===== config.mk =====
export PLATFORM = sky130hd
export DESIGN_NAME = ble_module_frame_deframer_core
export DESIGN_NICKNAME = d
export VERILOG_FILES = /design/src/sv/bmfd_pkg.sv /design/src/sv/bmfd_in_reg.sv /design/src/sv/bmfd_parser.sv /design/src/sv/bmfd_out_reg.sv /design/src/sv/ble_module_frame_deframer_core.sv
export VERILOG_INCLUDE_DIRS = /design/src /design/src/sv
export SDC_FILE = /design/constraint.sdc
export NUM_CORES = 1
export LEC_CHECK = 0
export ABC_AREA = 1
export BUFFER_PORTS_ARGS = -buffer_cell sky130_fd_sc_hd__buf_4
export CAP_MARGIN = 0
export CORE_AREA = 2 2 163 165
export CTS_BUF_LIST = sky130_fd_sc_hd__clkbuf_8
export DETAILED_ROUTE_END_ITERATION = 16
export DIE_AREA = 0 0 165 167
export PLACE_DENSITY = 0.72
export SLEW_MARGIN = 40
export SYNTH_ARGS = -nofsm -noshare
export SYNTH_HDL_FRONTEND = slang
export SYNTH_SLANG_ARGS = --single-unit

===== constraint.sdc =====
create_clock -name clk_i -period 10.7 [get_ports clk_i]
set_input_delay 1.605 -clock clk_i [delete_from_list [all_inputs] [get_ports clk_i]]
set_output_delay 1.605 -clock clk_i [all_outputs]
set_load 0.1 [all_outputs]

===== src/sv/ble_module_frame_deframer_core_macros.svh =====
// Assertion helpers for the frame deframer.
// Each expects clk_i and rst_ni in scope.
`ifndef BLE_MODULE_FRAME_DEFRAMER_CORE_MACROS_SVH
`define BLE_MODULE_FRAME_DEFRAMER_CORE_MACROS_SVH

// Same-cycle implication.
`define BMFD_ASSERT_IMP(lbl, ante, cons, msg) \
  lbl: assert property (@(posedge clk_i) disable iff (!rst_ni) (ante) |-> (cons)) \
    else $error(msg);

// Next-cycle implication.
`define BMFD_ASSERT_NXT(lbl, ante, cons, msg) \
  lbl: assert property (@(posedge clk_i) disable iff (!rst_ni) (ante) |=> (cons)) \
    else $error(msg);

`endif


===== src/sv/bmfd_pkg.sv =====
`timescale 1ns / 1ps

package bmfd_pkg;

  // Default sync word, "itaz".
  localparam logic [31:0] SYNC_RESET = 32'h6974_617A;

  localparam int unsigned ADDR_W = 48;

  // Register index, taken from the word-aligned APB address.
  localparam logic REG_SYNC_WORD = 1'b0;

  localparam logic KIND_PAYLOAD    = 1'b0;
  localparam logic KIND_DESCRIPTOR = 1'b1;

  typedef enum logic [14:0] {
    PH_SYNC0 = 15'h0001,
    PH_SYNC1 = 15'h0002,
    PH_SYNC2 = 15'h0004,
    PH_SYNC3 = 15'h0008,
    PH_CMD_H = 15'h0010,
    PH_CMD_L = 15'h0020,
    PH_RESP  = 15'h0040,
    PH_LEN_H = 15'h0080,
    PH_LEN_L = 15'h0100,
    PH_ADDR  = 15'h0200,
    PH_HND_H = 15'h0400,
    PH_HND_L = 15'h0800,
    PH_WTYPE = 15'h1000,
    PH_DATA  = 15'h2000,
    PH_CSUM  = 15'h4000
  } phase_e;

  // Byte held in the input stage.
  typedef struct packed {
    logic       vld;
    logic [7:0] data;
  } beat_t;

  // One result beat.
  typedef struct packed {
    logic              kind;
    logic [7:0]        data_byte;
    logic [15:0]       data_index;
    logic [15:0]       command;
    logic [7:0]        response;
    logic [15:0]       declared_length;
    logic [15:0]       handle;
    logic [ADDR_W-1:0] peer_address;
    logic              last;
  } res_t;

endpackage


===== src/sv/bmfd_in_reg.sv =====
`timescale 1ns / 1ps

`include "ble_module_frame_deframer_core_macros.svh"

module bmfd_in_reg (
  input  logic          clk_i,
  input  logic          rst_ni,
  input  logic          in_valid_i,
  output logic          in_ready_o,
  input  logic [7:0]    rx_byte_i,
  input  logic          take_i,
  output bmfd_pkg::beat_t beat_o
);

  logic       vld_q, vld_d;
  logic [7:0] data_q;

  assign in_ready_o = !vld_q || take_i;

  always_comb begin
    vld_d = vld_q;
    if (in_valid_i && in_ready_o) begin
      vld_d = 1'b1;
    end else if (take_i) begin
      vld_d = 1'b0;
    end
  end

  always_ff @(posedge clk_i or negedge rst_ni) begin
    if (!rst_ni) begin
      vld_q <= 1'b0;
    end else begin
      vld_q <= vld_d;
    end
  end

  always_ff @(posedge clk_i) begin
    if (in_valid_i && in_ready_o) begin
      data_q <= rx_byte_i;
    end
  end

  assign beat_o.vld  = vld_q;
  assign beat_o.data = data_q;

  // the parser must never consume an empty stage
  `BMFD_ASSERT_IMP(a_take_held, take_i, vld_q, "input stage taken while empty")

endmodule


===== src/sv/bmfd_parser.sv =====
`timescale 1ns / 1ps

`include "ble_module_frame_deframer_core_macros.svh"

module bmfd_parser #(
  parameter int unsigned ADDR_BYTES      = 6,
  parameter int unsigned HEADER_OVERHEAD = 9
) (
  input  logic            clk_i,
  input  logic            rst_ni,
  input  bmfd_pkg::beat_t beat_i,
  input  logic            take_i,
  input  logic [31:0]     sync_word_i,
  output logic            load_o,
  output bmfd_pkg::res_t  res_o
);

  bmfd_pkg::phase_e phase_q, phase_d;
  logic [15:0] cmd_q, cmd_d;
  logic [7:0]  resp_q, resp_d;
  logic [15:0] len_q, len_d;
  logic [bmfd_pkg::ADDR_W-1:0] addr_q, addr_d;
  logic [15:0] hnd_q, hnd_d;
  logic [15:0] cnt_q, cnt_d;

  logic [7:0]  b;
  logic [7:0]  want;
  logic [16:0] cnt_inc;
  logic [16:0] total;
  logic        fin;
  logic        emit;

  assign b       = beat_i.data;
  assign cnt_inc = {1'b0, cnt_q} + 17'd1;
  assign total   = {1'b0, len_q} - 17'(HEADER_OVERHEAD);
  assign fin     = cnt_inc >= total;

  always_comb begin
    case (phase_q)
      bmfd_pkg::PH_SYNC0: want = sync_word_i[31:24];
      bmfd_pkg::PH_SYNC1: want = sync_word_i[23:16];
      bmfd_pkg::PH_SYNC2: want = sync_word_i[15:8];
      default:            want = sync_word_i[7:0];
    endcase
  end

  always_comb begin
    phase_d = phase_q;
    cmd_d   = cmd_q;
    resp_d  = resp_q;
    len_d   = len_q;
    addr_d  = addr_q;
    hnd_d   = hnd_q;
    cnt_d   = cnt_q;
    emit    = 1'b0;

    res_o.kind            = bmfd_pkg::KIND_PAYLOAD;
    res_o.data_byte       = b;
    res_o.data_index      = cnt_q;
    res_o.command         = cmd_q;
    res_o.response        = resp_q;
    res_o.declared_length = len_q;
    res_o.handle          = hnd_q;
    res_o.peer_address    = addr_q;
    res_o.last            = 1'b0;

    case (phase_q)
      bmfd_pkg::PH_SYNC0: begin
        if (b == want) phase_d = bmfd_pkg::PH_SYNC1;
      end
      bmfd_pkg::PH_SYNC1: begin
        if (b == want) phase_d = bmfd_pkg::PH_SYNC2;
      end
      bmfd_pkg::PH_SYNC2: begin
        if (b == want) phase_d = bmfd_pkg::PH_SYNC3;
      end
      bmfd_pkg::PH_SYNC3: begin
        if (b == want) phase_d = bmfd_pkg::PH_CMD_H;
      end
      bmfd_pkg::PH_CMD_H: begin
        cmd_d   = {b, 8'h00};
        phase_d = bmfd_pkg::PH_CMD_L;
      end
      bmfd_pkg::PH_CMD_L: begin
        cmd_d   = {cmd_q[15:8], b};
        phase_d = bmfd_pkg::PH_RESP;
      end
      bmfd_pkg::PH_RESP: begin
        resp_d  = b;
        phase_d = bmfd_pkg::PH_LEN_H;
      end
      bmfd_pkg::PH_LEN_H: begin
        len_d   = {b, 8'h00};
        phase_d = bmfd_pkg::PH_LEN_L;
      end
      bmfd_pkg::PH_LEN_L: begin
        len_d   = {len_q[15:8], b};
        cnt_d   = '0;
        phase_d = bmfd_pkg::PH_ADDR;
      end
      bmfd_pkg::PH_ADDR: begin
        // only the most recent six bytes survive the shift
        addr_d = {addr_q[bmfd_pkg::ADDR_W-9:0], b};
        if (cnt_inc >= 17'(ADDR_BYTES)) begin
          cnt_d   = '0;
          phase_d = bmfd_pkg::PH_HND_H;
        end else begin
          cnt_d = cnt_inc[15:0];
        end
      end
      bmfd_pkg::PH_HND_H: begin
        hnd_d   = {b, 8'h00};
        phase_d = bmfd_pkg::PH_HND_L;
      end
      bmfd_pkg::PH_HND_L: begin
        hnd_d   = {hnd_q[15:8], b};
        phase_d = bmfd_pkg::PH_WTYPE;
      end
      bmfd_pkg::PH_WTYPE: begin
        // write type is dropped; a short length goes straight to checksum
        cnt_d   = '0;
        phase_d = (len_q > 16'(HEADER_OVERHEAD)) ? bmfd_pkg::PH_DATA : bmfd_pkg::PH_CSUM;
      end
      bmfd_pkg::PH_DATA: begin
        emit       = 1'b1;
        res_o.last = fin;
        cnt_d      = cnt_inc[15:0];
        if (fin) phase_d = bmfd_pkg::PH_CSUM;
      end
      bmfd_pkg::PH_CSUM: begin
        emit       = 1'b1;
        res_o.kind = bmfd_pkg::KIND_DESCRIPTOR;
        phase_d    = bmfd_pkg::PH_SYNC0;
        cmd_d      = '0;
        resp_d     = '0;
        len_d      = '0;
        addr_d     = '0;
        hnd_d      = '0;
        cnt_d      = '0;
      end
      default: begin
        phase_d = bmfd_pkg::PH_SYNC0;
      end
    endcase
  end

  assign load_o = take_i && emit;

  always_ff @(posedge clk_i or negedge rst_ni) begin
    if (!rst_ni) begin
      phase_q <= bmfd_pkg::PH_SYNC0;
      cmd_q   <= '0;
      resp_q  <= '0;
      len_q   <= '0;
      addr_q  <= '0;
      hnd_q   <= '0;
      cnt_q   <= '0;
    end else if (take_i) begin
      phase_q <= phase_d;
      cmd_q   <= cmd_d;
      resp_q  <= resp_d;
      len_q   <= len_d;
      addr_q  <= addr_d;
      hnd_q   <= hnd_d;
      cnt_q   <= cnt_d;
    end
  end

  `BMFD_ASSERT_NXT(a_frame_clear, take_i && (phase_q == bmfd_pkg::PH_CSUM),
    (phase_q == bmfd_pkg::PH_SYNC0) && (cnt_q == '0) && (len_q == '0),
    "frame state not cleared after descriptor")
  `BMFD_ASSERT_IMP(a_last_payload, load_o && res_o.last,
    (res_o.kind == bmfd_pkg::KIND_PAYLOAD) && (phase_d == bmfd_pkg::PH_CSUM),
    "last flag outside final payload byte")

endmodule


===== src/sv/bmfd_out_reg.sv =====
`timescale 1ns / 1ps

`include "ble_module_frame_deframer_core_macros.svh"

module bmfd_out_reg (
  input  logic           clk_i,
  input  logic           rst_ni,
  input  logic           load_i,
  input  bmfd_pkg::res_t res_i,
  output logic           room_o,
  output logic           out_valid_o,
  input  logic           out_ready_i,
  output bmfd_pkg::res_t res_o
);

  logic           vld_q, vld_d;
  bmfd_pkg::res_t res_q;

  // free, or being drained this cycle
  assign room_o = !vld_q || out_ready_i;

  always_comb begin
    vld_d = vld_q;
    if (load_i) begin
      vld_d = 1'b1;
    end else if (out_ready_i) begin
      vld_d = 1'b0;
    end
  end

  always_ff @(posedge clk_i or negedge rst_ni) begin
    if (!rst_ni) begin
      vld_q <= 1'b0;
    end else begin
      vld_q <= vld_d;
    end
  end

  always_ff @(posedge clk_i) begin
    if (load_i) begin
      res_q <= res_i;
    end
  end

  assign out_valid_o = vld_q;
  assign res_o       = res_q;

  `BMFD_ASSERT_IMP(a_no_overwrite, load_i, !vld_q || out_ready_i,
    "result register overwritten before it was taken")

endmodule


===== src/sv/ble_module_frame_deframer_core.sv =====
`timescale 1ns / 1ps

// Byte-serial deframer for a BLE module link. Each input beat carries one received
// byte. The block hunts for the four sync bytes (sync_word, top byte first; a wrong
// byte simply keeps waiting for the same sync byte), then captures the big-endian
// command, the response byte, the big-endian length, ADDR_BYTES address bytes (the
// last six show on peer_address), the big-endian handle and a write-type byte it
// discards. length - HEADER_OVERHEAD payload bytes follow, each leaving as a result
// beat with its index (last marks the final one); a length at or below the overhead
// means no payload. The checksum byte, unchecked, closes the frame with a descriptor
// beat carrying the payload count, and hunting starts again. Header bytes produce no
// result. Throughput is one byte per clock while the output is not stalled; a byte
// passes an input register and a result register, and its result is offered once the
// phase step between those registers has loaded it. A stalled output backs up through
// both stages. sync_word sits at APB address 0 and should be written only while idle.

module ble_module_frame_deframer_core #(
  parameter int unsigned ADDR_BYTES      = 6,
  parameter int unsigned HEADER_OVERHEAD = 9
) (
  input  logic        clk_i,
  input  logic        rst_ni,

  // APB configuration port
  input  logic        psel,
  input  logic        penable,
  input  logic        pwrite,
  input  logic [2:0]  paddr,
  input  logic [31:0] pwdata,
  output logic [31:0] prdata,
  output logic        pready,

  // received byte stream
  input  logic        in_valid_i,
  output logic        in_ready_o,
  input  logic [7:0]  rx_byte_i,

  // result beats
  output logic        out_valid_o,
  input  logic        out_ready_i,
  output logic        kind_o,
  output logic [7:0]  data_byte_o,
  output logic [15:0] data_index_o,
  output logic [15:0] command_o,
  output logic [7:0]  response_o,
  output logic [15:0] declared_length_o,
  output logic [15:0] handle_o,
  output logic [47:0] peer_address_o,
  output logic        last_o
);

  logic [31:0]     sync_q;
  bmfd_pkg::beat_t beat;
  bmfd_pkg::res_t  res_new;
  bmfd_pkg::res_t  res_out;
  logic            room;
  logic            take;
  logic            load;

  // ---------------------------------------------------------------------------
  // Configuration: one register, decoded on the word address. Writes land on
  // the access phase; no wait states.
  // ---------------------------------------------------------------------------
  assign pready = 1'b1;

  always_ff @(posedge clk_i or negedge rst_ni) begin
    if (!rst_ni) begin
      sync_q <= bmfd_pkg::SYNC_RESET;
    end else if (psel && penable && pwrite && pready && (paddr[2] == bmfd_pkg::REG_SYNC_WORD)) begin
      sync_q <= pwdata;
    end
  end

  assign prdata = (paddr[2] == bmfd_pkg::REG_SYNC_WORD) ? sync_q : '0;

  // ---------------------------------------------------------------------------
  // Datapath: input register -> phase step -> result register.
  // A held byte advances whenever the result register can take a beat, even if
  // that byte produces nothing, so header bytes wait on a stalled output too.
  // ---------------------------------------------------------------------------
  assign take = beat.vld && room;

  bmfd_in_reg u_in_reg (
    .clk_i      (clk_i),
    .rst_ni     (rst_ni),
    .in_valid_i (in_valid_i),
    .in_ready_o (in_ready_o),
    .rx_byte_i  (rx_byte_i),
    .take_i     (take),
    .beat_o     (beat)
  );

  bmfd_parser #(
    .ADDR_BYTES      (ADDR_BYTES),
    .HEADER_OVERHEAD (HEADER_OVERHEAD)
  ) u_parser (
    .clk_i       (clk_i),
    .rst_ni      (rst_ni),
    .beat_i      (beat),
    .take_i      (take),
    .sync_word_i (sync_q),
    .load_o      (load),
    .res_o       (res_new)
  );

  bmfd_out_reg u_out_reg (
    .clk_i       (clk_i),
    .rst_ni      (rst_ni),
    .load_i      (load),
    .res_i       (res_new),
    .room_o      (room),
    .out_valid_o (out_valid_o),
    .out_ready_i (out_ready_i),
    .res_o       (res_out)
  );

  // result fields onto their own ports
  assign kind_o            = res_out.kind;
  assign data_byte_o       = res_out.data_byte;
  assign data_index_o      = res_out.data_index;
  assign command_o         = res_out.command;
  assign response_o        = res_out.response;
  assign declared_length_o = res_out.declared_length;
  assign handle_o          = res_out.handle;
  assign peer_address_o    = res_out.peer_address;
  assign last_o            = res_out.last;

endmodule


==> flow_summary_export.csv <==
group,metric,value,unit
outcome,status,"complete, no violations",
clocking,clk_latency,0.58,ns
synth,synth-simple-area-share,0.179,
drt,vias,9439,
synth,synth-async-reset-ratio,0.550,
synth,ys.flop_type,"dfrtp_1",
min_path,hold_depth,0,
synth,synthXorXnorAreaFrac,0.0137,
job,cap_violations,0,
critical_path,critPathBufInv,2,
clocking,cts.sinks,307,
critical_path,rr_startpoint,"u_parser.phase_q[5]",
critical_path,r2r-end,"u_parser.cnt_q[7]",
critical_path,critPathMaxFanout,33,
drt,drt_iter0_drc,744,
sta,max_slew_margin,0.501,
clocking,clk_pin_slew,0.06,ns
critical_path,worstPathRequired,9.10,ns
sta,rsz0062_at_grt,"false",
sta,max_freq,254,MHz
synth,synthMuxAreaShare,0,
finish,multi_input_area,3720,um2
floorplanning,num_io_pins,215,
grt,grt_pass1_vias,9081,
clocking,cts-resized-gates,0,
drt,drcViolationCount,0,
drt,vias_per_cell,5.15,
finish,drive_gt1_frac,0.219,
finish,seqCellArea,8390,um2
drt,ant_nets,0,
drt,routed_wl,29.5,mm
finish,area_delta_synth_final,22.7,%
floorplanning,die_area,27600,um2
sta,hold_slack,0.439,ns
synth,synth_seq_cells,307,
critical_path,cp_top_family,"buffers and inverters",
place,numPortBuffers,211,
critical_path,start_kind,"input pin",
power_and_ir_drop,vdd_ir_drop_max,0.120,mV
synth,syn_avg_cell_area,10.4,um2
floorplanning,dieHeight,167,um
sta,setup_viol,0,
synth,syn-cell-area,12800,um2
drt,drt_pass1_iterations,5,
synth,synth_cell_types,40,
floorplanning,fp-row-count,59,
place,dp_hpwl,20.0,mm
synth,ys_warn_count,0,
grt,antenna_found_initial,0,
synth,postSynthCellCount,1230,
power_and_ir_drop,powerDensity,186,nW/um2
power_and_ir_drop,total_power,2.92,mW
sta,slew_viol_final,0,
floorplanning,initial_utilization,0.496,
synth,synth_edf_count,138,
finish,final_cell_count_no_fill,1833,
critical_path,crit_slowest_cell,"buf_4",
synth,yosysSeqAreaShare,0.656,
critical_path,cp.arrival,2.33,ns
clocking,ctsRootBufferMaster,"clkbuf_8",
clocking,cts_tree,"done",
sta,tns,0,ns
finish,final_nets,1529,
finish,final_cell_mix,"nand2_1, buf_4, dfrtp_1, inv_1, edfxtp_1",
clocking,post_cts_buffers,0,
grt,grt_max_degree,102,
clocking,cts_max_level,2,
clocking,clock_path_buffers,3,
sta,min_period,3.93,ns
min_path,hold_path_end,"u_out_reg.res_o[50]",
critical_path,reg2reg_slack,6.78,ns
synth,synth_compound_gate_area_share,0.0753,
min_path,worstHoldPathType,"flop to flop",
grt,grt_usage,0.217,
floorplanning,design.core.area,25800,um2
synth,syn_nets,1301,
floorplanning,die_w,165,um
grt,overflow,0,
critical_path,cp_common_cell,"buf_4",
finish,final_common_cell,"nand2_1",
synth,synth_top_family_by_area,"simple AND/OR/NAND/NOR gates",
sta,post-route-period-util,0.368,
place,dpl.cell_count,1742,
finish,fill_cells,2119,
clocking,cts_made_buffers,48,
sta,tightest_slew,0.748,ns
clocking,ctsHoldBuffers,0,
synth,synthAdderAreaFrac,0.0205,
critical_path,crit_chain,"buf_4 -> nor2_1 -> buf_4",
grt,grt_pass1_wl,47.0,mm
finish,antenna_cells,0,
min_path,worstHoldStart,"u_parser.hnd_q[1]",
sta,hold_viol,0,
drt,wire_per_inst,16.1,um
place,gp_congestion,0.890,
power_and_ir_drop,p_leak,7.49,nW
critical_path,critPathMaxStageDelay,0.31,ns
critical_path,cp-end-kind,"output port",
critical_path,r2r_cells,13,
critical_path,cp-startpoint,"paddr[2]",
sta,skew,0.0377,ns
critical_path,crit_type,"input pin to output port",
## worst max path at each step
stage	end	slack, ns	depth (start not counted)
final	prdata[18]	6.77	3
after CTS	prdata[18]	6.78	3
after floorplan	u_out_reg.res_o[0]	1.69	4
after global placement	u_parser.addr_q[46]	6.51	8
after global routing	u_parser.cnt_q[7]	6.42	13
after detailed placement	prdata[18]	6.79	3
## synth_stat cells (all sizes together), types with 2 or more instances
cell    count  share of area
ha         21          0.021
nor4        7         0.0051
dfrtp     152           0.30
xnor2       4         0.0027
xor2       16          0.011
clkbuf     26         0.0077
nand3     104          0.041
nor3       16         0.0063
nand3b      2         0.0012
nor2      137          0.042
a211oi      2         0.0012
inv       133          0.039
edfxtp    138           0.32
dfstp      17          0.035
a21oi      49          0.020
buf        16         0.0081
o21ai     108          0.042
nand4      20          0.011
nand2     238          0.071
o31ai      18          0.011
## sequential cells by signal, indices dropped and copies added, names as in the netlist
name / count
u_out_reg.out_valid_o: 1
u_in_reg.data_q: 8
u_parser.resp_q: 8
sync_q: 32
u_parser.addr_q: 48
u_parser.cmd_q: 16
u_parser.cnt_q: 16
u_parser.hnd_q: 16
u_parser.phase_q: 15
u_parser.len_q: 16
u_out_reg.res_o: 130
u_in_reg.vld_q: 1
## routing by layer
layer,track usage,share of wire,vias to the layer above
met5,0,0,-
met2,0.344,0.47,300
met4,0.0684,0.026,0
met1,0.294,0.43,4499
li1,-,-,4586
met3,0.0548,0.073,54
## report_power, final
group	switching (mW)	leakage (nW)	internal (mW)
logic	0.431	3.47	0.169
registers	0.0459	3.44	1.31
clock network	0.451	0.569	0.506
## layout make-up
class | instances | area share
repair buffers | 220 | 0.109
multi-input cells | 748 | 0.237
clock buffers | 56 | 0.0491
clock inverters | 34 | 0.0118
flip-flops and latches | 307 | 0.535
inverters | 133 | 0.0319
well taps | 335 | 0.0267
## metrics by stage
| stage | setup WS [ns] | utilization | instance area, um2 |
|---|---|---|---|
| final | 6.77 | 0.609 | 15700 |
| after global routing | 6.42 | 0.609 | 15700 |
| after CTS | 6.78 | 0.608 | 15700 |
| after detailed placement | 6.79 | 0.571 | 14700 |
| after global placement | 6.51 | 0.569 | 14700 |
| after floorplan | 1.69 | - | 12800 |
## cell families after synthesis
group	after synthesis
buffers and inverters	175
XOR/XNOR	20
adder cells (fa/ha/maj)	21
AND/OR/NAND/NOR	527
other	1
AO/OA/AOI/OAI	179
flip-flops	307
Note: power is estimated with default switching activity, not from simulation.
